## config.mk

```make
export PLATFORM = sky130hd
export DESIGN_NAME = alarm_table_scheduler
export DESIGN_NICKNAME = d
export VERILOG_FILES = /design/src/hw/rtl/ats_pkg.sv /design/src/hw/rtl/ats_ram.sv /design/src/hw/rtl/ats_eval.sv /design/src/hw/rtl/alarm_table_scheduler.sv
export SDC_FILE = /design/constraint.sdc
export NUM_CORES = 2
export LEC_CHECK = 0
export BUFFER_PORTS_ARGS = -buffer_cell sky130_fd_sc_hd__buf_2
export CAP_MARGIN = 25
export CORE_MARGIN = 10
export CORE_UTILIZATION = 50
export DETAILED_ROUTE_END_ITERATION = 16
export PLACE_DENSITY = 0.66
export SLEW_MARGIN = 20
export SYNTH_ARGS = -nofsm -noshare
export SYNTH_HDL_FRONTEND = slang
export SYNTH_SLANG_ARGS = --single-unit
```

## constraint.sdc

```tcl
create_clock -name clk -period 15.49 [get_ports clk]
set_input_delay 3.098 -clock clk [delete_from_list [all_inputs] [get_ports clk]]
set_output_delay 3.098 -clock clk [all_outputs]
set_load 0.03 [all_outputs]
```

## src/hw/rtl/ats_pkg.sv

```systemverilog
// shared types and constants of the alarm table scheduler
package ats_pkg;

	localparam int unsigned ENTRY_COUNT_DEF = 16;
	localparam int unsigned MAX_RESULTS     = 16;
	localparam logic [31:0] MIN_INTERVAL_RST = 32'd60;

	typedef enum logic [1:0] {
		REQ_TICK   = 2'd0,
		REQ_ADD    = 2'd1,
		REQ_DELETE = 2'd2,
		REQ_CANCEL = 2'd3
	} req_type_t;

	localparam logic [1:0] KIND_PERIODIC = 2'd0;
	localparam logic [1:0] KIND_DAILY    = 2'd1;
	localparam logic [1:0] KIND_ONESHOT  = 2'd2;

	localparam logic [2:0] RES_FIRED  = 3'd0;
	localparam logic [2:0] RES_NONE   = 3'd1;
	localparam logic [2:0] RES_ADD    = 3'd2;
	localparam logic [2:0] RES_DELETE = 3'd3;
	localparam logic [2:0] RES_CANCEL = 3'd4;

	localparam logic [1:0] ST_OK       = 2'd0;
	localparam logic [1:0] ST_FULL     = 2'd1;
	localparam logic [1:0] ST_NOT_FOUND = 2'd2;
	localparam logic [1:0] ST_ID_ZERO  = 2'd3;

	localparam logic REG_MIN_INTERVAL = 1'b0;
	localparam logic REG_TIME_VALID   = 1'b1;

	typedef struct packed {
		logic [7:0]  id;
		logic [1:0]  kind;
		logic [31:0] interval;
		logic [4:0]  hour;
		logic [5:0]  minute;
		logic [31:0] last_time;
		logic [16:0] last_day;
	} slot_rec_t;

	localparam int unsigned REC_W = $bits(slot_rec_t);

	typedef struct packed {
		logic       fire;
		logic       arm_only;
		logic       free;
		logic       wr;
		slot_rec_t  rec;
	} eval_t;

	typedef struct packed {
		logic [2:0] kind;
		logic [7:0] fid;
		logic [3:0] fslot;
		logic [1:0] status;
		logic [7:0] nid;
		logic [4:0] cnt;
	} res_t;

endpackage

```

## src/hw/rtl/ats_ram.sv

```systemverilog
// generic single write port ram with registered read
module ats_ram #(
	parameter int unsigned WIDTH = 8,
	parameter int unsigned DEPTH = 16
) (
	input  logic                                    clk,
	input  logic                                    we,
	input  logic [(DEPTH > 1 ? $clog2(DEPTH) : 1)-1:0] waddr,
	input  logic [WIDTH-1:0]                        wdata,
	input  logic [(DEPTH > 1 ? $clog2(DEPTH) : 1)-1:0] raddr,
	output logic [WIDTH-1:0]                        rdata
);
	logic [WIDTH-1:0] mem [DEPTH];

	always_ff @(posedge clk) begin
		if (we) begin
			mem[waddr] <= wdata;
		end
		rdata <= mem[raddr];
	end
endmodule

```

## src/hw/rtl/ats_eval.sv

```systemverilog
// due check and write-back record for one slot during a tick
module ats_eval
(
	input  ats_pkg::slot_rec_t rec,
	input  logic               armed,
	input  logic [31:0]        now,
	input  logic [4:0]         hour,
	input  logic [5:0]         minute,
	input  logic [16:0]        day,
	output ats_pkg::eval_t     ev
);
	import ats_pkg::*;

	logic [32:0] diff;
	logic        elapsed;

	// shared subtract and compare, a backwards time never elapses
	assign diff    = {1'b0, now} - {1'b0, rec.last_time};
	assign elapsed = !diff[32] && (diff[31:0] >= rec.interval);

	always_comb begin
		ev = '0;
		ev.rec = rec;
		unique case (rec.kind)
			KIND_PERIODIC: ev.fire = !armed || elapsed;
			KIND_DAILY: ev.fire = (rec.hour == hour) && (rec.minute == minute) &&
				(!armed || (rec.last_day != day));
			KIND_ONESHOT: begin
				ev.arm_only = !armed;
				ev.fire     = armed && elapsed;
				ev.free     = armed && elapsed;
			end
			default: ev.fire = 1'b0;
		endcase
		if (ev.arm_only) begin
			ev.rec.last_time = now;
		end else if (ev.fire && rec.kind != KIND_ONESHOT) begin
			ev.rec.last_time = now;
			ev.rec.last_day  = day;
		end
		ev.wr = ev.fire || ev.arm_only;
	end
endmodule

```

## src/hw/rtl/alarm_table_scheduler.sv

```systemverilog
// top level of the alarm table scheduler: sequencer, slot flags and output register
//
// usage
//   requests enter on in_valid/in_ready: tick, add, delete by id or cancel all
//   results leave on out_valid/out_ready, one register deep; the last result of a
//   request carries last=1
//   configuration writes use cfg_valid/cfg_ready with cfg_index and cfg_data;
//   index 0 is min_interval_seconds, index 1 is time_valid; cfg_ready is always high
// sequencing
//   one request at a time; in_ready is high only while the sequencer is idle
//   a tick walks the slots one at a time, with a ram read state and then a due check
//   and write-back state for each slot
//   add and cancel walk the slot flags
//   delete walks the slot ram
//   ticks with time_valid low and deletes of id zero go straight to the emit state
// reset
//   all slots free, next id 1, min interval 60, time invalid; no clearing pass
// stalls
//   a fire result waits in a hold register; when the output register is still
//   full the scan pauses on the current slot until the receiver takes it
module alarm_table_scheduler
#(
	parameter int unsigned ENTRY_COUNT = ats_pkg::ENTRY_COUNT_DEF
) (
	input  logic        clk,
	input  logic        arst_n,
	input  logic        in_valid,
	output logic        in_ready,
	input  logic [1:0]  req_type,
	input  logic [31:0] now_seconds,
	input  logic [4:0]  local_hour,
	input  logic [5:0]  local_minute,
	input  logic [8:0]  day_of_year,
	input  logic [7:0]  year_index,
	input  logic [1:0]  entry_kind,
	input  logic [31:0] period_seconds,
	input  logic [4:0]  target_hour,
	input  logic [5:0]  target_minute,
	input  logic [7:0]  entry_id,
	output logic        out_valid,
	input  logic        out_ready,
	output logic [2:0]  result_kind,
	output logic [7:0]  fired_id,
	output logic [3:0]  fired_slot,
	output logic [1:0]  status,
	output logic [7:0]  new_id,
	output logic [4:0]  cancel_count,
	output logic        last,
	input  logic        cfg_valid,
	output logic        cfg_ready,
	input  logic        cfg_index,
	input  logic [31:0] cfg_data
);
	import ats_pkg::*;

	localparam int unsigned IW = (ENTRY_COUNT > 1) ? $clog2(ENTRY_COUNT) : 1;
	localparam int unsigned CW = IW + 1;
	localparam logic [IW-1:0] LAST_IDX = IW'(ENTRY_COUNT - 1);
	localparam logic [4:0] MAX_RES = 5'(MAX_RESULTS);

	typedef enum logic [7:0] {
		S_IDLE = 8'b0000_0001,
		S_TRD  = 8'b0000_0010,
		S_TEV  = 8'b0000_0100,
		S_ADD  = 8'b0000_1000,
		S_DRD  = 8'b0001_0000,
		S_DEV  = 8'b0010_0000,
		S_CAN  = 8'b0100_0000,
		S_EMIT = 8'b1000_0000
	} state_t;

	state_t            state_q;
	logic [IW-1:0]     idx_q;
	logic [ENTRY_COUNT-1:0] used_q;
	logic [ENTRY_COUNT-1:0] armed_q;
	logic [7:0]        next_id_q;
	logic [31:0]       min_q;
	logic              tv_q;
	logic [4:0]        n_q;
	logic [CW-1:0]     cnt_q;
	res_t              hold_q;
	logic              hold_valid_q;
	res_t              out_q;
	logic              out_last_q;
	logic              out_valid_q;

	// latched request
	logic [31:0] now_q;
	logic [4:0]  hour_q;
	logic [5:0]  minute_q;
	logic [16:0] day_q;
	logic [1:0]  kind_q;
	logic [31:0] ival_q;
	logic [4:0]  th_q;
	logic [5:0]  tm_q;
	logic [7:0]  del_id_q;

	slot_rec_t   rd_rec;
	slot_rec_t   add_rec;
	logic [REC_W-1:0] rdata;
	logic        we;
	slot_rec_t   wrec;
	eval_t       ev;
	logic        out_free;
	logic        report;
	logic        go;
	logic        at_last;
	logic [31:0] clamped;

	assign rd_rec   = slot_rec_t'(rdata);
	assign out_free = !out_valid_q || out_ready;
	assign at_last  = (idx_q == LAST_IDX);
	assign report   = ev.fire && (n_q < MAX_RES);
	// a new fire result needs the hold register emptied into the output first
	assign go       = !(report && hold_valid_q && !out_free);

	ats_eval u_eval (
		.rec    (rd_rec),
		.armed  (armed_q[idx_q]),
		.now    (now_q),
		.hour   (hour_q),
		.minute (minute_q),
		.day    (day_q),
		.ev     (ev)
	);

	// interval clamp for periodic and one-shot adds
	always_comb begin
		clamped = (ival_q < min_q) ? min_q : ival_q;
		add_rec = '0;
		add_rec.id   = next_id_q;
		add_rec.kind = kind_q;
		if (kind_q == KIND_PERIODIC || kind_q == KIND_ONESHOT) begin
			add_rec.interval = clamped;
		end
		if (kind_q == KIND_DAILY) begin
			add_rec.hour   = th_q;
			add_rec.minute = tm_q;
		end
	end

	always_comb begin
		we   = 1'b0;
		wrec = add_rec;
		if (state_q == S_TEV) begin
			we   = go && ev.wr;
			wrec = ev.rec;
		end else if (state_q == S_ADD) begin
			we = !used_q[idx_q];
		end
	end

	ats_ram #(
		.WIDTH (REC_W),
		.DEPTH (ENTRY_COUNT)
	) u_slots (
		.clk   (clk),
		.we    (we),
		.waddr (idx_q),
		.wdata (wrec),
		.raddr (idx_q),
		.rdata (rdata)
	);

	always_ff @(posedge clk or negedge arst_n) begin
		if (!arst_n) begin
			state_q      <= S_IDLE;
			idx_q        <= '0;
			used_q       <= '0;
			armed_q      <= '0;
			next_id_q    <= 8'd1;
			min_q        <= MIN_INTERVAL_RST;
			tv_q         <= 1'b0;
			n_q          <= '0;
			cnt_q        <= '0;
			hold_q       <= '0;
			hold_valid_q <= 1'b0;
			out_q        <= '0;
			out_last_q   <= 1'b0;
			out_valid_q  <= 1'b0;
			now_q        <= '0;
			hour_q       <= '0;
			minute_q     <= '0;
			day_q        <= '0;
			kind_q       <= '0;
			ival_q       <= '0;
			th_q         <= '0;
			tm_q         <= '0;
			del_id_q     <= '0;
		end else begin
			// configuration writes, taken at any time
			if (cfg_valid) begin
				unique case (cfg_index)
					REG_MIN_INTERVAL: min_q <= cfg_data;
					REG_TIME_VALID:   tv_q  <= cfg_data[0];
					default:          tv_q  <= tv_q;
				endcase
			end
			if (out_valid_q && out_ready) begin
				out_valid_q <= 1'b0;
			end
			unique case (state_q)
				S_IDLE: begin
					if (in_valid) begin
						now_q    <= now_seconds;
						hour_q   <= local_hour;
						minute_q <= local_minute;
						day_q    <= {year_index, day_of_year};
						kind_q   <= entry_kind;
						ival_q   <= period_seconds;
						th_q     <= target_hour;
						tm_q     <= target_minute;
						del_id_q <= entry_id;
						idx_q    <= '0;
						n_q      <= '0;
						cnt_q    <= '0;
						hold_q   <= '0;
						unique case (req_type_t'(req_type))
							REQ_TICK: begin
								if (!tv_q) begin
									// ticks are ignored until time is synchronized
									hold_q.kind  <= RES_NONE;
									hold_valid_q <= 1'b1;
									state_q      <= S_EMIT;
								end else begin
									state_q <= S_TRD;
								end
							end
							REQ_ADD: state_q <= S_ADD;
							REQ_DELETE: begin
								if (entry_id == 8'd0) begin
									hold_q.kind   <= RES_DELETE;
									hold_q.status <= ST_ID_ZERO;
									hold_valid_q  <= 1'b1;
									state_q       <= S_EMIT;
								end else begin
									state_q <= S_DRD;
								end
							end
							REQ_CANCEL: state_q <= S_CAN;
							default: state_q <= S_IDLE;
						endcase
					end
				end
				S_TRD: state_q <= S_TEV;
				S_TEV: begin
					if (used_q[idx_q] && go) begin
						if (ev.wr) begin
							armed_q[idx_q] <= 1'b1;
						end
						if (ev.free) begin
							used_q[idx_q] <= 1'b0;
						end
						if (report) begin
							// older fire result moves on, the new one waits for last
							if (hold_valid_q) begin
								out_q       <= hold_q;
								out_last_q  <= 1'b0;
								out_valid_q <= 1'b1;
							end
							hold_q       <= '0;
							hold_q.kind  <= RES_FIRED;
							hold_q.fid   <= rd_rec.id;
							hold_q.fslot <= 4'(idx_q);
							hold_valid_q <= 1'b1;
							n_q          <= n_q + 5'd1;
						end
					end
					if (!used_q[idx_q] || go) begin
						if (at_last) begin
							if (!(hold_valid_q || (used_q[idx_q] && report))) begin
								hold_q      <= '0;
								hold_q.kind <= RES_NONE;
							end
							hold_valid_q <= 1'b1;
							state_q      <= S_EMIT;
						end else begin
							idx_q   <= idx_q + 1'b1;
							state_q <= S_TRD;
						end
					end
				end
				S_ADD: begin
					if (!used_q[idx_q]) begin
						used_q[idx_q]  <= 1'b1;
						armed_q[idx_q] <= 1'b0;
						hold_q.kind    <= RES_ADD;
						hold_q.nid     <= next_id_q;
						next_id_q      <= (next_id_q == 8'hFF) ? 8'd1 : next_id_q + 8'd1;
						hold_valid_q   <= 1'b1;
						state_q        <= S_EMIT;
					end else if (at_last) begin
						hold_q.kind   <= RES_ADD;
						hold_q.status <= ST_FULL;
						hold_valid_q  <= 1'b1;
						state_q       <= S_EMIT;
					end else begin
						idx_q <= idx_q + 1'b1;
					end
				end
				S_DRD: state_q <= S_DEV;
				S_DEV: begin
					if (used_q[idx_q] && rd_rec.id == del_id_q) begin
						used_q[idx_q] <= 1'b0;
						hold_q.kind   <= RES_DELETE;
						hold_valid_q  <= 1'b1;
						state_q       <= S_EMIT;
					end else if (at_last) begin
						hold_q.kind   <= RES_DELETE;
						hold_q.status <= ST_NOT_FOUND;
						hold_valid_q  <= 1'b1;
						state_q       <= S_EMIT;
					end else begin
						idx_q   <= idx_q + 1'b1;
						state_q <= S_DRD;
					end
				end
				S_CAN: begin
					used_q[idx_q] <= 1'b0;
					if (at_last) begin
						hold_q.kind  <= RES_CANCEL;
						hold_q.cnt   <= 5'(cnt_q + CW'(used_q[idx_q]));
						hold_valid_q <= 1'b1;
						state_q      <= S_EMIT;
					end else begin
						cnt_q <= cnt_q + CW'(used_q[idx_q]);
						idx_q <= idx_q + 1'b1;
					end
				end
				S_EMIT: begin
					if (out_free) begin
						out_q        <= hold_q;
						out_last_q   <= 1'b1;
						out_valid_q  <= 1'b1;
						hold_valid_q <= 1'b0;
						state_q      <= S_IDLE;
					end
				end
				default: state_q <= S_IDLE;
			endcase
		end
	end

	assign in_ready     = (state_q == S_IDLE);
	assign cfg_ready    = 1'b1;
	assign out_valid    = out_valid_q;
	assign result_kind  = out_q.kind;
	assign fired_id     = out_q.fid;
	assign fired_slot   = out_q.fslot;
	assign status       = out_q.status;
	assign new_id       = out_q.nid;
	assign cancel_count = out_q.cnt;
	assign last         = out_last_q;

	// the hold register is always drained before the sequencer goes idle
	a_hold_idle: assert property (@(posedge clk) disable iff (!arst_n)
		(state_q == S_IDLE) |-> !hold_valid_q)
		else $error("hold register valid while idle");

	// no more fire results than the cap
	a_cap: assert property (@(posedge clk) disable iff (!arst_n)
		n_q <= MAX_RES)
		else $error("fire result count over cap");

	// a fire result is only pushed as non-last while the scan is running
	a_push: assert property (@(posedge clk) disable iff (!arst_n)
		(out_valid_q && !out_last_q) |-> (state_q != S_IDLE))
		else $error("non-last result with no request in progress");

	// an accepted request always leaves idle
	a_busy: assert property (@(posedge clk) disable iff (!arst_n)
		(in_valid && in_ready) |=> (state_q != S_IDLE))
		else $error("request accepted but sequencer idle");

endmodule
```

======== Word level (Yosys, flattened, before mapping) ========
Memory sizes are Yosys's and may differ from the RTL's. A register that Yosys moved wholly into a read port is not among the register bits.
Index checks and enable logic that the tools add are counted.
cells by class
  $add $sub $neg .......................... 5
  mux-type cells .......................... 109
  equal/unequal tests ..................... 43
  magnitude comparators ................... 5
  bitwise gates (word level) .............. 7
  reductions and logical operators ........ 58
operators with widths
  kind                count
  $mux 30             10
  $mux 16             7
  $mux 102            1
  $mux 32             3
  $mux 8              12
  $pmux 16 s4         1
  $pmux 8 s8          1
  $pmux 30 s2         1
  $mux 49             1
  $sub 32x32->33      1
  $and 16x16->16      2
  $ge 32x32->1        1
  $lt 32x32->1        1
  $or 16x16->16       2
  $pmux 16 s2         1
  $pmux 8 s4          1
  $mux 1              28
  $ne 2x2->1 const B  14
  $mux 5              5
  $pmux 12 s2         1
  $pmux 8 s3          1
  $mux 4              5
  $pmux 4 s5          1
  $pmux 5 s2          2
  other kinds (55)    124
word-level totals
  memory bits (writable) .................. 1632
  logic and storage cells ................. 261
  memories ................................ 1
  output and inout port bits .............. 34
  flip-flop bits (word level) ............. 271
memories
  memory       words  bits a word  read ports  clocked after memory_dff  write ports  line           RTL
  u_slots.mem  16     102          1           1                         1            ats_ram.sv:13  logic [WIDTH-1:0] mem [DEPTH];

======== Logic depth before layout (Yosys ltp) ========
  depth in word-level cells ............... 16
  mapped depth ............................ 24
  mapped depth without buffers ............ 22

======== Cells and area by module ========
A second synthesis with hierarchy kept.
unflattened totals
  cells, all modules ...................... 4653
  area total of the unflattened synthesis .. 80853.8 um^2
modules (own cells, without submodules)
  module                 cells an instance  area an instance (um^2)  times used  sequential area each (um^2)
  ats_ram                2610               62959.1                  1           51049.0
  alarm_table_scheduler  1507               13745.7                  1           6789.0
  ats_eval               536                4149.0                   1           0.0

======== Worst setup path before layout ========
Ideal clock, no wire load.
  path type ............................... register to register
  start ................................... reg now_q[0]
  end ..................................... mem u_slots.mem[15][0] (netlist name) (enable)
  slack ................................... 6.423 ns
  data arrival time ....................... 8.503 ns
  cell stages (with the launch flop) ...... 22
  cells stage by stage .................... dfrtp_1 -> inv_1 -> ha_1 -> fa_1 -> nand2b_1 -> a21o_1 -> a21oi_1 -> a211o_1 -> nand2_1 -> o21ai_0 -> xor2_1 -> ha_1 -> nand4_1 -> nor4_1 -> o211ai_1 -> a21oi_1 -> o21ai_1 -> a211oi_2 -> o22ai_1 -> a22o_1 -> clkbuf_1 -> nor2_1
between the ends
  word-level cells in the longest chain between the ends .. 13
ends and longest elaborated chain
  item                                                   line                            RTL
  from (decl)                                            alarm_table_scheduler.sv:88     logic [31:0] now_q;
  from (signal assigned)                                 alarm_table_scheduler.sv:205    now_q <= now_seconds;
  $sub 32x32->33 (*)                                     ats_eval.sv:18                  assign diff = {1'b0, now} - {1'b0, rec.last_time};
  $ge 32x32->1 or $logic_not 1->1 (tied branches)        ats_eval.sv:19                  assign elapsed = !diff[32] && (diff[31:0] >= rec.interval);
  $logic_and 1x1->1 (*)                                  ats_eval.sv:19
  $logic_and 1x1->1 or $logic_or 1x1->1 (tied branches)  ats_eval.sv:30, ats_eval.sv:25
  $pmux 1 s3 (*)                                         ats_eval.sv:24                  unique case (rec.kind)
  $logic_and 1x1->1                                      alarm_table_scheduler.sv:113    assign report = ev.fire && (n_q < MAX_RES);
  $logic_and 1x1->1 (2 in a row)                         alarm_table_scheduler.sv:115    assign go = !(report && hold_valid_q && !out_free);
  $logic_not 1->1                                        alarm_table_scheduler.sv:115
  $logic_and 1x1->1 (*)                                  alarm_table_scheduler.sv:146    we = go && ev.wr;
  $mux 1 (*)                                             alarm_table_scheduler.sv:145    if (state_q == S_TEV) begin
  $mux 1 (*)                                             ats_ram.sv:16                   if (we) begin
  $mux 1 (implied by the code) (*)                       ats_ram.sv:17                   mem[waddr] <= wdata;
  to (decl)                                              ats_ram.sv:13
Every way passes the cells marked *; elsewhere a longest branch is shown, timed or not.

======== Final worst setup path ========
  start ................................... reg now_q[0]
  end ..................................... mem u_slots.mem[5][20] (netlist name) (enable)
Same word-level chain as after synthesis.

==> flow_summary.json <==
{
  "num_vias": 41748,
  "rr_endpoint": "u_slots.mem[5][20]$_DFFE_PP_",
  "power_frac_comb_pct": 25.7,
  "place_area_mm2": 0.0838,
  "grt_max_degree": 139,
  "path_class": "reg2reg",
  "antenna_found_initial": 4,
  "clock-sinks": 2005,
  "drive_gt1_share_pct": 25.0,
  "htree_levels": 4,
  "post-synth-top-area-cell": "edfxtp_1",
  "start_util_pct": 50.4,
  "drc": 0,
  "grt_overflow": 0,
  "layout.nets": 4893,
  "async_flop_share_pct": 13.5,
  "status": "completed",
  "period_share_pct": 51.4,
  "synth.avg_cell_area_um2": 18.4,
  "slew_violations": 0,
  "clock.fmax_ghz": 0.126,
  "design_area_mm2": 0.0909,
  "tightest_slew_ns": 1.14,
  "die_area_mm2": 0.176,
  "worstPathArrival_ns": 8.38,
  "coreArea_mm2": 0.159,
  "met1_usage_pct": 31.1,
  "cts_setup_buffers": 0,
  "drt_iter0_drc": 4621,
  "p_int_mw": 10.9,
  "grt_util_all_layers_pct": 22.2,
  "cts_buffers": 199,
  "fin_tns_setup_ns": 0,
  "synth_edf_count": 1632,
  "hp-start": "fired_slot[2]$_DFFE_PN0P_",
  "grt_pass1_wl_mm": 289,
  "fin_worst_skew_ns": 0.0740,
  "p_leak_nw": 31.2,
  "maxCapViolCount": 0,
  "powerDensity_mw_per_mm2": 174,
  "p_sw_mw": 4.89,
  "area_delta_synth_final_pct": 13.7,
  "clockRootBuffer": "clkbuf_16",
  "pwr-share-clk_pct": 31.2,
  "io_pins": 187,
  "worstHoldPathType": "reg2reg",
  "routed_wl_mm": 196,
  "endpoint_kind": "register",
  "synth_nets": 4607,
  "gp_congestion": 0.831,
  "numPortBuffers": 185,
  "synth-seq-cells": 2005,
  "seq_power_share_pct": 43.1,
  "fp.dieH_um": 420,
  "wl_per_cell_um": 28.4,
  "layout_common_cells": "edfxtp_1 (1632), nand2_1 (523), mux4_2 (518)",
  "drt_pre_antenna_iters": 5,
  "cp-start-kind": "register",
  "row_count": 146,
  "netlist_instances": 4350,
  "grt_pass1_vias": 42352,
  "switching_share_pct": 30.9,
  "gr-usage-met3_pct": 3.43,
  "yosys.area.top_type_share_pct": 61.3,
  "die_w_um": 420,
  "clk_pin_slew_ns": 0.06,
  "layout_commonest_cell": "edfxtp_1",
  "cp_max_fo": 45,
  "synthFlopType": "edfxtp_1",
  "cp.required_ns": 15.91,
  "rsz0062_at_grt": "no",
  "grt_util_met2_pct": 36.1,
  "relSlewSlack_pct": 24.0,
  "top_usage_layer": "met2",
  "postRouteAntennaNets": 0,
  "synth_cell_types": 84,
  "cts_resized": 0,
  "fin_crit_ns": 7.96,
  "ir_worst_vdd_mv": 0.145,
  "post_drt_via_cell_ratio": 6.06,
  "clockBufferDepth": 3,
  "hpwl_mm": 115,
  "rr_startpoint": "now_q[0]$_DFFE_PN0P_",
  "cts_tree": "done",
  "r2r.worst_path.cells": 23,
  "setup_viol": 0,
  "ys_top_cells_by_area": "edfxtp_1 (61%), mux4_2 (15%), dfrtp_1 (8.3%), dfxtp_1 (2.6%), nand2_1 (2.5%)",
  "rrSetupSlack_ns": 7.53,
  "yosys_warnings": 0,
  "fin_util_pct": 57.3,
  "hold_viol_final": 0,
  "ys_seq_area_share_pct": 72.3,
  "whs_path_depth": 1,
  "syn_area_mm2": 0.0800,
  "holdPathEnd": "fired_slot[2]$_DFFE_PN0P_",
  "postCtsHoldBufs": 0,
  "whs_ns": 0.477,
  "clock_latency_ns": 0.86
}
-- power by group through the flow --
stage | registers, mW | logic [mW] | clock network, mW
after detailed placement | 6.93 | 4.08 | 0
final | 6.82 | 4.08 | 4.94
after global routing | 6.86 | 4.43 | 5.25
after global placement | 6.93 | 4.02 | 0
after floorplan | 6.75 | 2.81 | 0
after CTS | 6.82 | 4.10 | 5.02
-- worst max-delay path: stages, from the launching register on --
cell	delay (ns)
dfrtp_1	0.35
inv_1	0.05
ha_1	0.22
fa_1	0.42
nand2b_1	0.19
a21o_1	0.19
a21oi_1	0.33
a211o_1	0.27
nand2_1	0.10
o21ai_0	0.22
xor2_1	0.10
ha_1	0.32
nand4_1	0.14
nor4_1	0.42
o211ai_1	0.15
a21oi_1	0.14
o21ai_1	0.12
a211oi_2	0.91
o22ai_1	0.16
a22o_1	0.21
buf_4	0.27
nor2_4	0.68
buf_4	0.81
buf_4	0.73
-- cells by family after synthesis --
kind of cell | after synthesis | share of synthesized area, %
flops | 2005 | 72.3
fa+ha+maj | 104 | 1.64
mux | 650 | 16.3
xor+xnor | 71 | 0.777
buf+inv | 340 | 1.65
compound gates | 350 | 2.90
simple gates | 829 | 4.43
other cells | 1 | 0.00469
-- worst max path at each step --
| stage | from | end | slack (ns) | cells past startpoint |
|---|---|---|---|---|
| global placement | now_q[0]$_DFFE_PN0P_ | u_slots.mem[5][50]$_DFFE_PP_ | 7.54 | 23 |
| global route | now_q[0]$_DFFE_PN0P_ | u_slots.mem[5][20]$_DFFE_PP_ | 7.03 | 23 |
| finish | now_q[0]$_DFFE_PN0P_ | u_slots.mem[5][20]$_DFFE_PP_ | 7.53 | 23 |
| floorplan | now_q[0]$_DFFE_PN0P_ | u_slots.mem[15][0]$_DFFE_PP_ | 6.42 | 21 |
| CTS | now_q[0]$_DFFE_PN0P_ | u_slots.mem[5][20]$_DFFE_PP_ | 7.55 | 23 |
| detailed placement | now_q[0]$_DFFE_PN0P_ | u_slots.mem[5][50]$_DFFE_PP_ | 7.56 | 23 |
-- cell type report --
class | instances | area [um2]
clock buffers | 266 | 5510
repair buffers | 300 | 2020
fillers | 11746 | 67800
well taps | 2072 | 2590
diodes | 1 | 2.50
flip-flops and latches | 2005 | 57900
multi-input cells | 2005 | 21100
clock inverters | 112 | 1370
inverters | 125 | 469
-- layer usage --
layer	part of all wire (%)	wire, um
met1	41	80500
met4	3.0	5810
met5	0	0
met2	49	96400
met3	6.5	12800
-- flip-flops by register name, indices dropped and copies added (netlist names), 5 cells and up, named ones only --
signal	count
th_q	5
tm_q	6
fired_id	8
del_id_q	8
u_slots.mem	1632
u_slots.rdata	102
now_q	32
minute_q	6
new_id	8
day_q	17
min_q	32
cancel_count	5
ival_q	32
state_q	8
cnt_q	5
hold_q	30
n_q	5
hour_q	5
next_id_q	8
-- Yosys cell counts, types with 4 or more instances --
cell type	count
dfstp_2	6
ha_1	103
mux2i_1	87
o21ai_1	4
buf_2	10
mux2_2	13
nor2_1	129
nand3_1	37
nand4b_1	6
xnor2_1	30
a31o_2	4
a22o_1	20
nor2b_1	13
clkbuf_1	148
o211ai_1	11
nand2b_1	18
a21oi_1	76
mux2_1	30
a211oi_1	9
buf_4	4
nand2_1	524
xor2_1	41
o31ai_1	45
a211o_1	4
a31oi_1	34
nor4_1	12
o21ai_0	80
edfxtp_1	1632
mux4_2	518
dfrtp_1	265
nand4_1	23
dfxtp_1	102
inv_1	123
o21a_1	5
a21o_1	22
and3_1	11
buf_1	50
nor3_1	28
or3_1	6
-- per-stage QoR --
step / cells / power (mW) / setup slack (ns)
5_1_grt: 6885 / 16.5 / 7.03
3_3_place_gp: 6484 / 10.9 / 7.54
2_1_floorplan: 4350 / 9.55 / 6.42
4_1_cts: 6869 / 15.9 / 7.55
3_5_place_dp: 6491 / 11.0 / 7.56
6_report: 6886 / 15.8 / 7.53
Power figures use the tool's default switching activity.
